`config.mk`:
```
export PLATFORM = sky130hd
export DESIGN_NAME = ipv4_dotted_address_parser_core
export DESIGN_NICKNAME = d
export VERILOG_FILES = /design/src/sv/ipv4dp_pkg.sv /design/src/sv/ipv4dp_front.sv /design/src/sv/ipv4dp_queue.sv /design/src/sv/ipv4dp_back.sv /design/src/sv/ipv4dp_core.sv
export SDC_FILE = /design/constraint.sdc
export NUM_CORES = 1
export LEC_CHECK = 0
export BUFFER_PORTS_ARGS = -buffer_cell sky130_fd_sc_hd__buf_2
export CAP_MARGIN = 10
export CORE_MARGIN = 2
export CORE_UTILIZATION = 53
export DETAILED_ROUTE_END_ITERATION = 10
export PLACE_DENSITY = 0.7
export SLEW_MARGIN = 20
export SYNTH_ARGS = -nofsm -noshare
export SYNTH_HDL_FRONTEND = slang
export SYNTH_SLANG_ARGS = --single-unit
```
`constraint.sdc`:
```
create_clock -name clk -period 7.4 [get_ports clk]
set_clock_uncertainty 0.1 [all_clocks]
set_input_delay 1.11 -clock clk [delete_from_list [all_inputs] [get_ports clk]]
set_output_delay 1.11 -clock clk [all_outputs]
set_load 0.01 [all_outputs]
```
`src/sv/ipv4dp_pkg.sv`:
```
// ============================================================================
// ipv4dp_pkg - shared types for the dotted IPv4 address parser
// Character classes, status codes and the word formats passed between the
// front end, the middle queue and the parse engine.
// ============================================================================
package ipv4dp_pkg;

  localparam int unsigned MID_DEPTH_DEF = 2;
  localparam int unsigned OUT_DEPTH_DEF = 2;

  typedef enum logic [2:0] {
    CLS_NUL,
    CLS_DEC,
    CLS_HEXL,
    CLS_DOT,
    CLS_X,
    CLS_SPACE,
    CLS_OTHER
  } char_cls_t;

  // classified input byte: class plus digit value (0-9 or 10-15)
  typedef struct packed {
    char_cls_t  cls;
    logic [3:0] digit;
  } char_word_t;

  typedef enum logic [2:0] {
    ST_OK         = 3'd0,
    ST_BAD_START  = 3'd1,
    ST_OCTAL      = 3'd2,
    ST_DOTTED     = 3'd3,
    ST_JUNK       = 3'd4,
    ST_EMPTY_LAST = 3'd5,
    ST_LAST_BIG   = 3'd6,
    ST_OVERFLOW   = 3'd7
  } status_t;

  typedef struct packed {
    logic [31:0] address;
    logic        address_ok;
    status_t     status;
  } result_t;

  // largest value the last part may take, by number of dotted parts before it
  function automatic logic [31:0] last_limit(input logic [1:0] parts);
    logic [31:0] lim;
    case (parts)
      2'd0:    lim = 32'hFFFF_FFFF;
      2'd1:    lim = 32'h00FF_FFFF;
      2'd2:    lim = 32'h0000_FFFF;
      default: lim = 32'h0000_00FF;
    endcase
    return lim;
  endfunction

endpackage

```
`src/sv/ipv4dp_front.sv`:
```
// ============================================================================
// ipv4dp_front - input stage
// Accepts one byte per cycle while in_full is low, classifies it and holds
// the classified word until the middle queue takes it.
// ============================================================================
module ipv4dp_front
  import ipv4dp_pkg::*;
(
  input  logic       clk,
  input  logic       rst_n,
  input  logic       in_push,
  input  logic [7:0] in_char_code,
  output logic       in_full,
  output char_word_t word,
  output logic       word_valid,
  input  logic       word_full
);

  localparam logic [7:0] CH_NUL  = 8'h00;
  localparam logic [7:0] CH_TAB  = 8'h09;
  localparam logic [7:0] CH_CR   = 8'h0D;
  localparam logic [7:0] CH_SP   = 8'h20;
  localparam logic [7:0] CH_DOT  = 8'h2E;
  localparam logic [7:0] CH_ZERO = 8'h30;
  localparam logic [7:0] CH_NINE = 8'h39;
  localparam logic [7:0] CH_UX   = 8'h58;
  localparam logic [7:0] CH_LA   = 8'h61;
  localparam logic [7:0] CH_LF   = 8'h66;
  localparam logic [7:0] CH_LX   = 8'h78;
  localparam logic [7:0] CASE_BIT = 8'h20;

  logic       valid_r, valid_nxt;
  char_word_t word_r;
  char_word_t cls_word;
  logic       accept;
  logic       sent;
  logic [7:0] lc;

  assign in_full = valid_r && word_full;
  assign accept  = in_push && !in_full;
  assign sent    = valid_r && !word_full;

  // classify the byte
  always_comb begin
    lc = in_char_code | CASE_BIT;
    cls_word.digit = in_char_code[3:0];
    if (in_char_code == CH_NUL) begin
      cls_word.cls = CLS_NUL;
    end else if (in_char_code >= CH_ZERO && in_char_code <= CH_NINE) begin
      cls_word.cls = CLS_DEC;
    end else if (lc >= CH_LA && lc <= CH_LF) begin
      cls_word.cls   = CLS_HEXL;
      cls_word.digit = lc[3:0] + 4'd9;
    end else if (in_char_code == CH_DOT) begin
      cls_word.cls = CLS_DOT;
    end else if (in_char_code == CH_LX || in_char_code == CH_UX) begin
      cls_word.cls = CLS_X;
    end else if (in_char_code == CH_SP ||
                 (in_char_code >= CH_TAB && in_char_code <= CH_CR)) begin
      cls_word.cls = CLS_SPACE;
    end else begin
      cls_word.cls = CLS_OTHER;
    end
  end

  always_comb begin
    valid_nxt = valid_r;
    if (accept) begin
      valid_nxt = 1'b1;
    end else if (sent) begin
      valid_nxt = 1'b0;
    end
  end

  always_ff @(posedge clk) begin
    if (!rst_n) begin
      valid_r <= 1'b0;
    end else begin
      valid_r <= valid_nxt;
    end
  end

  always_ff @(posedge clk) begin
    if (accept) begin
      word_r <= cls_word;
    end
  end

  assign word       = word_r;
  assign word_valid = valid_r;

endmodule

```
`src/sv/ipv4dp_queue.sv`:
```
// ============================================================================
// ipv4dp_queue - small first-in first-out queue
// Show-ahead register queue; full and empty come straight from the count.
// ============================================================================
module ipv4dp_queue #(
  parameter int unsigned DEPTH = 2,
  parameter int unsigned WIDTH = 8
) (
  input  logic             clk,
  input  logic             rst_n,
  input  logic             wr_en,
  input  logic [WIDTH-1:0] wr_data,
  output logic             full,
  input  logic             rd_en,
  output logic [WIDTH-1:0] rd_data,
  output logic             empty
);

  localparam int unsigned PTR_W = (DEPTH > 1) ? $clog2(DEPTH) : 1;
  localparam int unsigned CNT_W = $clog2(DEPTH + 1);
  localparam logic [PTR_W-1:0] PTR_LAST = PTR_W'(DEPTH - 1);
  localparam logic [CNT_W-1:0] CNT_MAX  = CNT_W'(DEPTH);

  logic [WIDTH-1:0] mem_r [DEPTH];
  logic [PTR_W-1:0] wr_ptr_r, wr_ptr_nxt;
  logic [PTR_W-1:0] rd_ptr_r, rd_ptr_nxt;
  logic [CNT_W-1:0] count_r, count_nxt;
  logic             do_wr;
  logic             do_rd;

  assign full  = (count_r == CNT_MAX);
  assign empty = (count_r == '0);
  assign do_wr = wr_en && !full;
  assign do_rd = rd_en && !empty;

  assign rd_data = mem_r[rd_ptr_r];

  always_comb begin
    wr_ptr_nxt = wr_ptr_r;
    rd_ptr_nxt = rd_ptr_r;
    count_nxt  = count_r;
    if (do_wr) begin
      wr_ptr_nxt = (wr_ptr_r == PTR_LAST) ? '0 : wr_ptr_r + 1'b1;
    end
    if (do_rd) begin
      rd_ptr_nxt = (rd_ptr_r == PTR_LAST) ? '0 : rd_ptr_r + 1'b1;
    end
    if (do_wr && !do_rd) begin
      count_nxt = count_r + 1'b1;
    end else if (do_rd && !do_wr) begin
      count_nxt = count_r - 1'b1;
    end
  end

  always_ff @(posedge clk) begin
    if (!rst_n) begin
      wr_ptr_r <= '0;
      rd_ptr_r <= '0;
      count_r  <= '0;
    end else begin
      wr_ptr_r <= wr_ptr_nxt;
      rd_ptr_r <= rd_ptr_nxt;
      count_r  <= count_nxt;
    end
  end

  always_ff @(posedge clk) begin
    if (do_wr) begin
      mem_r[wr_ptr_r] <= wr_data;
    end
  end

`ifndef NO_ASSERTIONS
  a_count_bound: assert property (@(posedge clk) disable iff (!rst_n)
    count_r <= CNT_MAX)
    else $error("queue count beyond depth");
`endif

endmodule

```
`src/sv/ipv4dp_back.sv`:
```
// ============================================================================
// ipv4dp_back - parse engine
// Runs the part/base/digit state machine on classified words and writes one
// result word per terminating NUL into the result queue.
// ============================================================================
module ipv4dp_back
  import ipv4dp_pkg::*;
#(
  parameter int unsigned OUT_DEPTH = OUT_DEPTH_DEF
) (
  input  logic        clk,
  input  logic        rst_n,
  input  char_word_t  word,
  input  logic        word_empty,
  output logic        word_pop,
  output logic [31:0] out_address,
  output logic        out_address_ok,
  output logic [2:0]  out_status,
  output logic        out_empty,
  input  logic        out_pop
);

  localparam int unsigned RES_W = $bits(result_t);

  typedef enum logic [1:0] {
    PH_START,
    PH_ZERO,
    PH_DIGIT,
    PH_HOLD
  } phase_t;

  typedef enum logic [1:0] {
    B_DEC,
    B_OCT,
    B_HEX
  } base_t;

  phase_t      phase_r, phase_nxt;
  base_t       base_r, base_nxt;
  logic [31:0] acc_r, acc_nxt;
  logic        ovf_r, ovf_nxt;
  logic        dseen_r, dseen_nxt;
  status_t     held_r, held_nxt;
  logic [1:0]  cnt_r, cnt_nxt;
  logic [7:0]  pb_r [3];
  logic [7:0]  pb_nxt [3];

  logic             take;
  logic             do_digit;
  logic [36:0]      prod;
  logic             res_wr;
  result_t          res_word;
  logic             res_full;
  logic [RES_W-1:0] res_data;
  result_t          res_out;

  assign take     = !word_empty && !res_full;
  assign word_pop = take;

  always_comb begin
    phase_nxt = phase_r;
    base_nxt  = base_r;
    acc_nxt   = acc_r;
    ovf_nxt   = ovf_r;
    dseen_nxt = dseen_r;
    held_nxt  = held_r;
    cnt_nxt   = cnt_r;
    pb_nxt    = pb_r;
    do_digit  = 1'b0;
    prod      = '0;
    res_wr    = 1'b0;
    res_word  = '0;

    if (take) begin
      case (phase_r)
        PH_START: begin
          if (word.cls == CLS_DEC) begin
            acc_nxt   = {28'd0, word.digit};
            base_nxt  = B_DEC;
            dseen_nxt = (word.digit != 4'd0);
            ovf_nxt   = 1'b0;
            phase_nxt = (word.digit == 4'd0) ? PH_ZERO : PH_DIGIT;
          end else begin
            held_nxt  = ST_BAD_START;
            phase_nxt = PH_HOLD;
          end
        end
        PH_ZERO: begin
          if (word.cls == CLS_X) begin
            base_nxt  = B_HEX;
            dseen_nxt = 1'b0;
            phase_nxt = PH_DIGIT;
          end else begin
            // leading zero: octal, and this byte is a digit-phase byte
            base_nxt  = B_OCT;
            dseen_nxt = 1'b1;
            phase_nxt = PH_DIGIT;
            do_digit  = 1'b1;
          end
        end
        PH_DIGIT: begin
          do_digit = 1'b1;
        end
        default: ;
      endcase

      if (do_digit) begin
        if (word.cls == CLS_DEC && base_nxt == B_OCT && word.digit >= 4'd8) begin
          held_nxt  = ST_OCTAL;
          phase_nxt = PH_HOLD;
        end else if (word.cls == CLS_DEC ||
                     (word.cls == CLS_HEXL && base_nxt == B_HEX)) begin
          // shift-add accumulate, keeping the carry out for overflow
          case (base_nxt)
            B_OCT:   prod = {2'b00, acc_r, 3'b000};
            B_HEX:   prod = {1'b0, acc_r, 4'b0000};
            default: prod = {2'b00, acc_r, 3'b000} + {4'b0000, acc_r, 1'b0};
          endcase
          prod      = prod + {33'd0, word.digit};
          ovf_nxt   = ovf_r | (|prod[36:32]);
          acc_nxt   = prod[31:0];
          dseen_nxt = 1'b1;
        end else if (word.cls == CLS_DOT) begin
          if (ovf_r) begin
            held_nxt  = ST_OVERFLOW;
            phase_nxt = PH_HOLD;
          end else if (cnt_r == 2'd3 || acc_r > 32'h0000_00FF) begin
            held_nxt  = ST_DOTTED;
            phase_nxt = PH_HOLD;
          end else begin
            pb_nxt[cnt_r] = acc_r[7:0];
            cnt_nxt       = cnt_r + 2'd1;
            phase_nxt     = PH_START;
          end
        end else begin
          // parsing ends here: settle the verdict
          if (ovf_r) begin
            held_nxt = ST_OVERFLOW;
          end else if (word.cls != CLS_NUL && word.cls != CLS_SPACE) begin
            held_nxt = ST_JUNK;
          end else if (!dseen_nxt) begin
            held_nxt = ST_EMPTY_LAST;
          end else if (acc_r > last_limit(cnt_r)) begin
            held_nxt = ST_LAST_BIG;
          end else begin
            held_nxt = ST_OK;
          end
          phase_nxt = PH_HOLD;
        end
      end

      if (word.cls == CLS_NUL) begin
        res_wr              = 1'b1;
        res_word.status     = held_nxt;
        res_word.address_ok = (held_nxt == ST_OK);
        res_word.address    = (held_nxt == ST_OK) ?
                              ({pb_r[0], pb_r[1], pb_r[2], 8'h00} | acc_nxt) : 32'd0;
        // start afresh for the next string
        phase_nxt = PH_START;
        base_nxt  = B_DEC;
        acc_nxt   = '0;
        ovf_nxt   = 1'b0;
        dseen_nxt = 1'b0;
        held_nxt  = ST_OK;
        cnt_nxt   = '0;
        pb_nxt[0] = '0;
        pb_nxt[1] = '0;
        pb_nxt[2] = '0;
      end
    end
  end

  always_ff @(posedge clk) begin
    if (!rst_n) begin
      phase_r <= PH_START;
      base_r  <= B_DEC;
      acc_r   <= '0;
      ovf_r   <= 1'b0;
      dseen_r <= 1'b0;
      held_r  <= ST_OK;
      cnt_r   <= '0;
      pb_r[0] <= '0;
      pb_r[1] <= '0;
      pb_r[2] <= '0;
    end else begin
      phase_r <= phase_nxt;
      base_r  <= base_nxt;
      acc_r   <= acc_nxt;
      ovf_r   <= ovf_nxt;
      dseen_r <= dseen_nxt;
      held_r  <= held_nxt;
      cnt_r   <= cnt_nxt;
      pb_r    <= pb_nxt;
    end
  end

  ipv4dp_queue #(
    .DEPTH (OUT_DEPTH),
    .WIDTH (RES_W)
  ) u_res_queue (
    .clk     (clk),
    .rst_n   (rst_n),
    .wr_en   (res_wr),
    .wr_data (res_word),
    .full    (res_full),
    .rd_en   (out_pop),
    .rd_data (res_data),
    .empty   (out_empty)
  );

  assign res_out        = result_t'(res_data);
  assign out_address    = res_out.address;
  assign out_address_ok = res_out.address_ok;
  assign out_status     = res_out.status;

`ifndef NO_ASSERTIONS
  a_res_on_nul: assert property (@(posedge clk) disable iff (!rst_n)
    res_wr |-> (take && word.cls == CLS_NUL))
    else $error("result written without a terminating NUL");

  a_ok_matches: assert property (@(posedge clk) disable iff (!rst_n)
    res_wr |-> (res_word.address_ok == (res_word.status == ST_OK)))
    else $error("ok flag disagrees with status");

  a_bad_zero: assert property (@(posedge clk) disable iff (!rst_n)
    (res_wr && !res_word.address_ok) |-> (res_word.address == 32'd0))
    else $error("invalid result carries an address");

  a_restart: assert property (@(posedge clk) disable iff (!rst_n)
    (take && word.cls == CLS_NUL) |=> (phase_r == PH_START && cnt_r == 2'd0))
    else $error("parser not restarted after NUL");
`endif

endmodule

```
`src/sv/ipv4dp_core.sv`:
```
// ============================================================================
// ipv4_dotted_address_parser_core - streaming dotted IPv4 address parser
// Front end classifies bytes, a short queue decouples it from the parse
// engine, and a result queue holds finished addresses.
// ============================================================================
// Usage
//   Input: write one text byte per word with in_push while in_full is low.
//   The text is inet_aton style: one to four parts split by '.', each part
//   decimal, octal (leading 0) or hex (0x / 0X); a NUL byte ends the string.
//   Output: for every NUL one result word appears with out_empty low, carrying
//   out_address (first part most significant), out_address_ok and
//   out_status; take it with out_pop. Other bytes give no result.
// Timing
//   One byte per cycle, sustained while out_pop drains results. A NUL's
//   result passes through the front register and then the middle queue;
//   the parse engine pops it and writes the result queue on the same edge.
//   The parse engine handles one word per cycle while the result queue has
//   room; its shift-add accumulate is the longest path.
// Reset and stalls
//   rst_n (synchronous, active low) empties both queues and returns the
//   parser to the start of a string. While out_pop stays low the result
//   queue fills, the parse engine holds, the middle queue fills and in_full
//   rises; nothing is lost and bytes resume as soon as results drain.
// ============================================================================
module ipv4_dotted_address_parser_core
  import ipv4dp_pkg::*;
#(
  parameter int unsigned MID_DEPTH = MID_DEPTH_DEF,
  parameter int unsigned OUT_DEPTH = OUT_DEPTH_DEF
) (
  input  logic        clk,
  input  logic        rst_n,
  input  logic        in_push,
  output logic        in_full,
  input  logic [7:0]  in_char_code,
  output logic        out_empty,
  input  logic        out_pop,
  output logic [31:0] out_address,
  output logic        out_address_ok,
  output logic [2:0]  out_status
);

  localparam int unsigned WORD_W = $bits(char_word_t);

  char_word_t          front_word;
  logic                front_valid;
  logic                mid_full;
  logic [WORD_W-1:0]   mid_data;
  char_word_t          mid_word;
  logic                mid_empty;
  logic                mid_pop;

  // classify and register each accepted byte
  ipv4dp_front u_front (
    .clk          (clk),
    .rst_n        (rst_n),
    .in_push      (in_push),
    .in_char_code (in_char_code),
    .in_full      (in_full),
    .word         (front_word),
    .word_valid   (front_valid),
    .word_full    (mid_full)
  );

  // decouple the front end from the parse engine
  ipv4dp_queue #(
    .DEPTH (MID_DEPTH),
    .WIDTH (WORD_W)
  ) u_mid_queue (
    .clk     (clk),
    .rst_n   (rst_n),
    .wr_en   (front_valid),
    .wr_data (front_word),
    .full    (mid_full),
    .rd_en   (mid_pop),
    .rd_data (mid_data),
    .empty   (mid_empty)
  );

  assign mid_word = char_word_t'(mid_data);

  // advance the parse state and queue the results
  ipv4dp_back #(
    .OUT_DEPTH (OUT_DEPTH)
  ) u_back (
    .clk            (clk),
    .rst_n          (rst_n),
    .word           (mid_word),
    .word_empty     (mid_empty),
    .word_pop       (mid_pop),
    .out_address    (out_address),
    .out_address_ok (out_address_ok),
    .out_status     (out_status),
    .out_empty      (out_empty),
    .out_pop        (out_pop)
  );

endmodule
```
==> summary.md <==
| Metric | Value |
|---|---|
| Outcome | `completed` |
| Post-synthesis simple-gate area fraction | `0.2045` |
| Top FF cell, synth | `edfxtp_1` |
| Seq/Total Area, Yosys | `0.3664` |
| Antenna violations before repair | `1` |
| Synth Area in XOR/XNOR | `0.02938` |
| Adder-cell share of the synthesized area | `0.07918` |
| Largest net degree at the start of global routing | `81` |
| Fraction of layout cells with a size suffix above 1 | `0.1364` |
| Final hold violation count | `0` |
| DRC viols | `0` |
| Area grow syn2layout | `8.540%` |
| Hold_buf cts | `0` |
| Worst Path Max Fanout | `21` |
| Slew @ Worst Pin | `0.8894 ns` |
| Ys async rst share | `0` |
| EDFF count, synth | `93` |
| Die X-Extent | `153.7 µm` |
| Worst setup margin | `1.784 ns` |
| Vias in the first global route | `9891` |
| Commonest cells after routing, fill and taps aside | `112 x nor2_1, 102 x nand2_1, 93 x edfxtp_1` |
| Routed Antenna Nets | `0` |
| Worst-Skew Late Latency | `0.44 ns` |
| Post-CTS Setup Inserts | `0` |
| Post-Syn Area | `11880 µm²` |
| Drt total wl | `33540 µm` |
| CTS resizes | `0` |
| I/O pin total | `50` |
| CTS tree | `built` |
| Layout Nets | `1393` |
| CTS Buf Count | `17` |
| Deepest clock path buffer count | `2` |
| Netlist cell types | `93` |
| Fmax | `0.1780 GHz` |
| Number of vias per cell | `6.493` |
| Wire length of the first global-routing pass | `53390 µm` |
| Yosys warns | `0` |
| Most common cell after layout, fill and taps aside | `nor2_1` |
| Filler cells | `1925` |
| Leak | `4.750 nW` |
| Setup-failing EPs final | `0` |
| Vias after detailed routing | `10390` |
| Crit end category | `register` |
| Wirelength per Cell | `20.96 µm` |
| Num rows | `54` |
| Pre-Repair DR Iteration Count | `7` |
| Root buffer cell | `clkbuf_16` |
| N_diodes | `0` |
| Total grt overflow | `0` |
| Finished Core Util | `0.5892` |
| Worst EP arrival | `5.71 ns` |
| Pwr dens | `246.7 nW/µm²` |
| Post-synthesis compound-gate area fraction | `0.2317` |
| Required @ worst endpoint | `7.50 ns` |
| Total global routing track utilization | `0.2828` |
| RSZ-0062 raised after global routing | `no` |
| Core Area | `21890 µm²` |
| Routability cong. | `0.9843` |
| PortBufs | `49` |
| Critical path class | `reg2reg` |
| Min Tclk post-route | `5.616 ns` |
| Die area | `23630 µm²` |
| Syn Inst Count | `1305` |
| Drt first-iter violations | `953` |
| Pins Over Slew Limit | `0` |
| Max Cap Viol | `0` |
| Worst Hold Class | `reg2reg` |
| Startpoint Class | `register` |
| Post-synthesis register bit count | `171` |
| Mux contribution to synthesized area | `0.05023` |
| Starting Density | `0.5428` |
| DIE HEIGHT | `153.7 µm` |
| CTS Sinks | `171` |
| Slew HR | `0.4071` |
| Peak supply drop | `0.1651 mV` |
| Overall power | `3.182 mW` |
| H-tree depth | `4` |
| Syn avg cell area | `9.105 µm²` |
| DP HPWL | `24280 µm` |
| Period utilization | `0.7590` |
| Setup TNS Final | `0 ns` |
| Pre-CTS setup slack | `1.917 ns` |
| Clock transition at path regs | `0.07 ns` |
| Largest family of logic cells by synthesized area | `compound AO/OA/AOI/OAI gates` |
| Syn nets | `1391` |
-- worst paths after layout --
kind	start	to	slack, ns	cells after the start
hold reg to reg	u_front.word[0]	u_mid_queue.mem_r[1][0]	0.35	0
hold / removal	u_front.word[0]	u_mid_queue.mem_r[1][0]	0.35	0
setup reg to reg	register	u_back.u_res_queue.mem_r[0][32]	1.78	18
setup / recovery	register	u_back.u_res_queue.mem_r[0][32]	1.78	18
-- worst max-delay path, cell delays in order (launching register included) --
cell      delay [ns]
dfxtp_1         0.61
mux2i_1         0.62
nand3_1         0.26
nand2_1         0.20
o21ai_1         0.11
a21o_1          0.23
ha_2            0.55
o21ai_0         0.16
ha_1            0.35
a21oi_1         0.10
or3_1           0.40
inv_1           0.07
nand3_1         0.14
nand4b_2        0.36
nor2_1          0.37
and3_1          0.29
xnor2_1         0.13
o21ai_0         0.11
o21a_1          0.23
-- sequential cells by signal, indices dropped and copies added, names as in the netlist, 3 cells and up, named ones only --
name / count
u_back.u_res_queue.mem_r: 72
u_back.acc_r: 32
u_back.pb_r: 24
u_mid_queue.mem_r: 14
u_front.word: 7
u_back.held_r: 3
-- per-layer routing --
| metal | vias up | share of wire | wire, µm | global-route usage |
|---|---|---|---|---|
| met2 | 392 | 0.48 | 16090 | 0.4794 |
| met4 | 2 | 0.036 | 1202 | 0.1092 |
| met3 | 76 | 0.061 | 2038 | 0.04538 |
| li1 | 4918 | - | - | - |
| met1 | 5000 | 0.42 | 14200 | 0.3634 |
| met5 | - | 0.00039 | 13 | 0 |
-- synth_stat cells (9+ instances only) --
cell      count  area [µm²]
mux2_2       45       506.7
nand4_1      25       156.4
nand3_1      31       155.2
o211ai_1     17       127.6
buf_2        33       165.2
dfxtp_1      78        1562
a221oi_1     13       113.9
nand2_1     102       382.9
edfxtp_1     93        2793
clkbuf_1     37       138.9
o21ai_1      11       55.05
nor2b_1      56       350.3
and2_1       29       181.4
ha_1         72       900.9
o21a_1       21       157.7
inv_1        27       101.4
nor4_1       14       87.58
o21ai_0      60       300.3
a22oi_1      65       488.0
and3_1       10       62.56
nor2_1      115       431.7
a31oi_1      12       75.07
nor3_1       28       140.1
xnor2_1      24       210.2
a21oi_1      76       380.4
xor2_1       14       122.6
mux2i_1       9       90.09
a21o_1       27       202.7
-- power breakdown --
part / switching [mW] / internal (mW)
Clock: 0.445 / 0.461
Combinational: 0.764 / 0.418
Sequential: 0.0450 / 1.05
-- stage by stage --
stage,area (µm²),hold WS [ns],std cells
final,12900,0.3507,1600
after global routing,12900,0.3618,1600
after CTS,12840,0.3517,1598
after detailed placement,12230,0.3310,1566
after global placement,12230,0.3220,1566
after floorplan,11880,0.3215,1305
-- layout make-up --
class | count | area [µm²] | area share
Multi-Input combinational cell | 1026 | 7094 | 0.5501
Inverter | 29 | 108.9 | 0.008440
Clock inverter | 15 | 188.9 | 0.01465
Timing Repair Buffer | 62 | 375.4 | 0.02910
Sequential cell | 171 | 4354 | 0.3376
Tap cell | 280 | 350.3 | 0.02716
Clock buffer | 17 | 425.4 | 0.03298
-- cells by family after synthesis --
kind of cell / Yosys count
XOR/XNOR: 39
buffers and inverters: 108
flip-flops: 171
AO/OA/AOI/OAI: 393
AND/OR/NAND/NOR: 466
adder cells (fa/ha/maj): 74
multiplexers: 54
(Power assumes the default switching activity.)
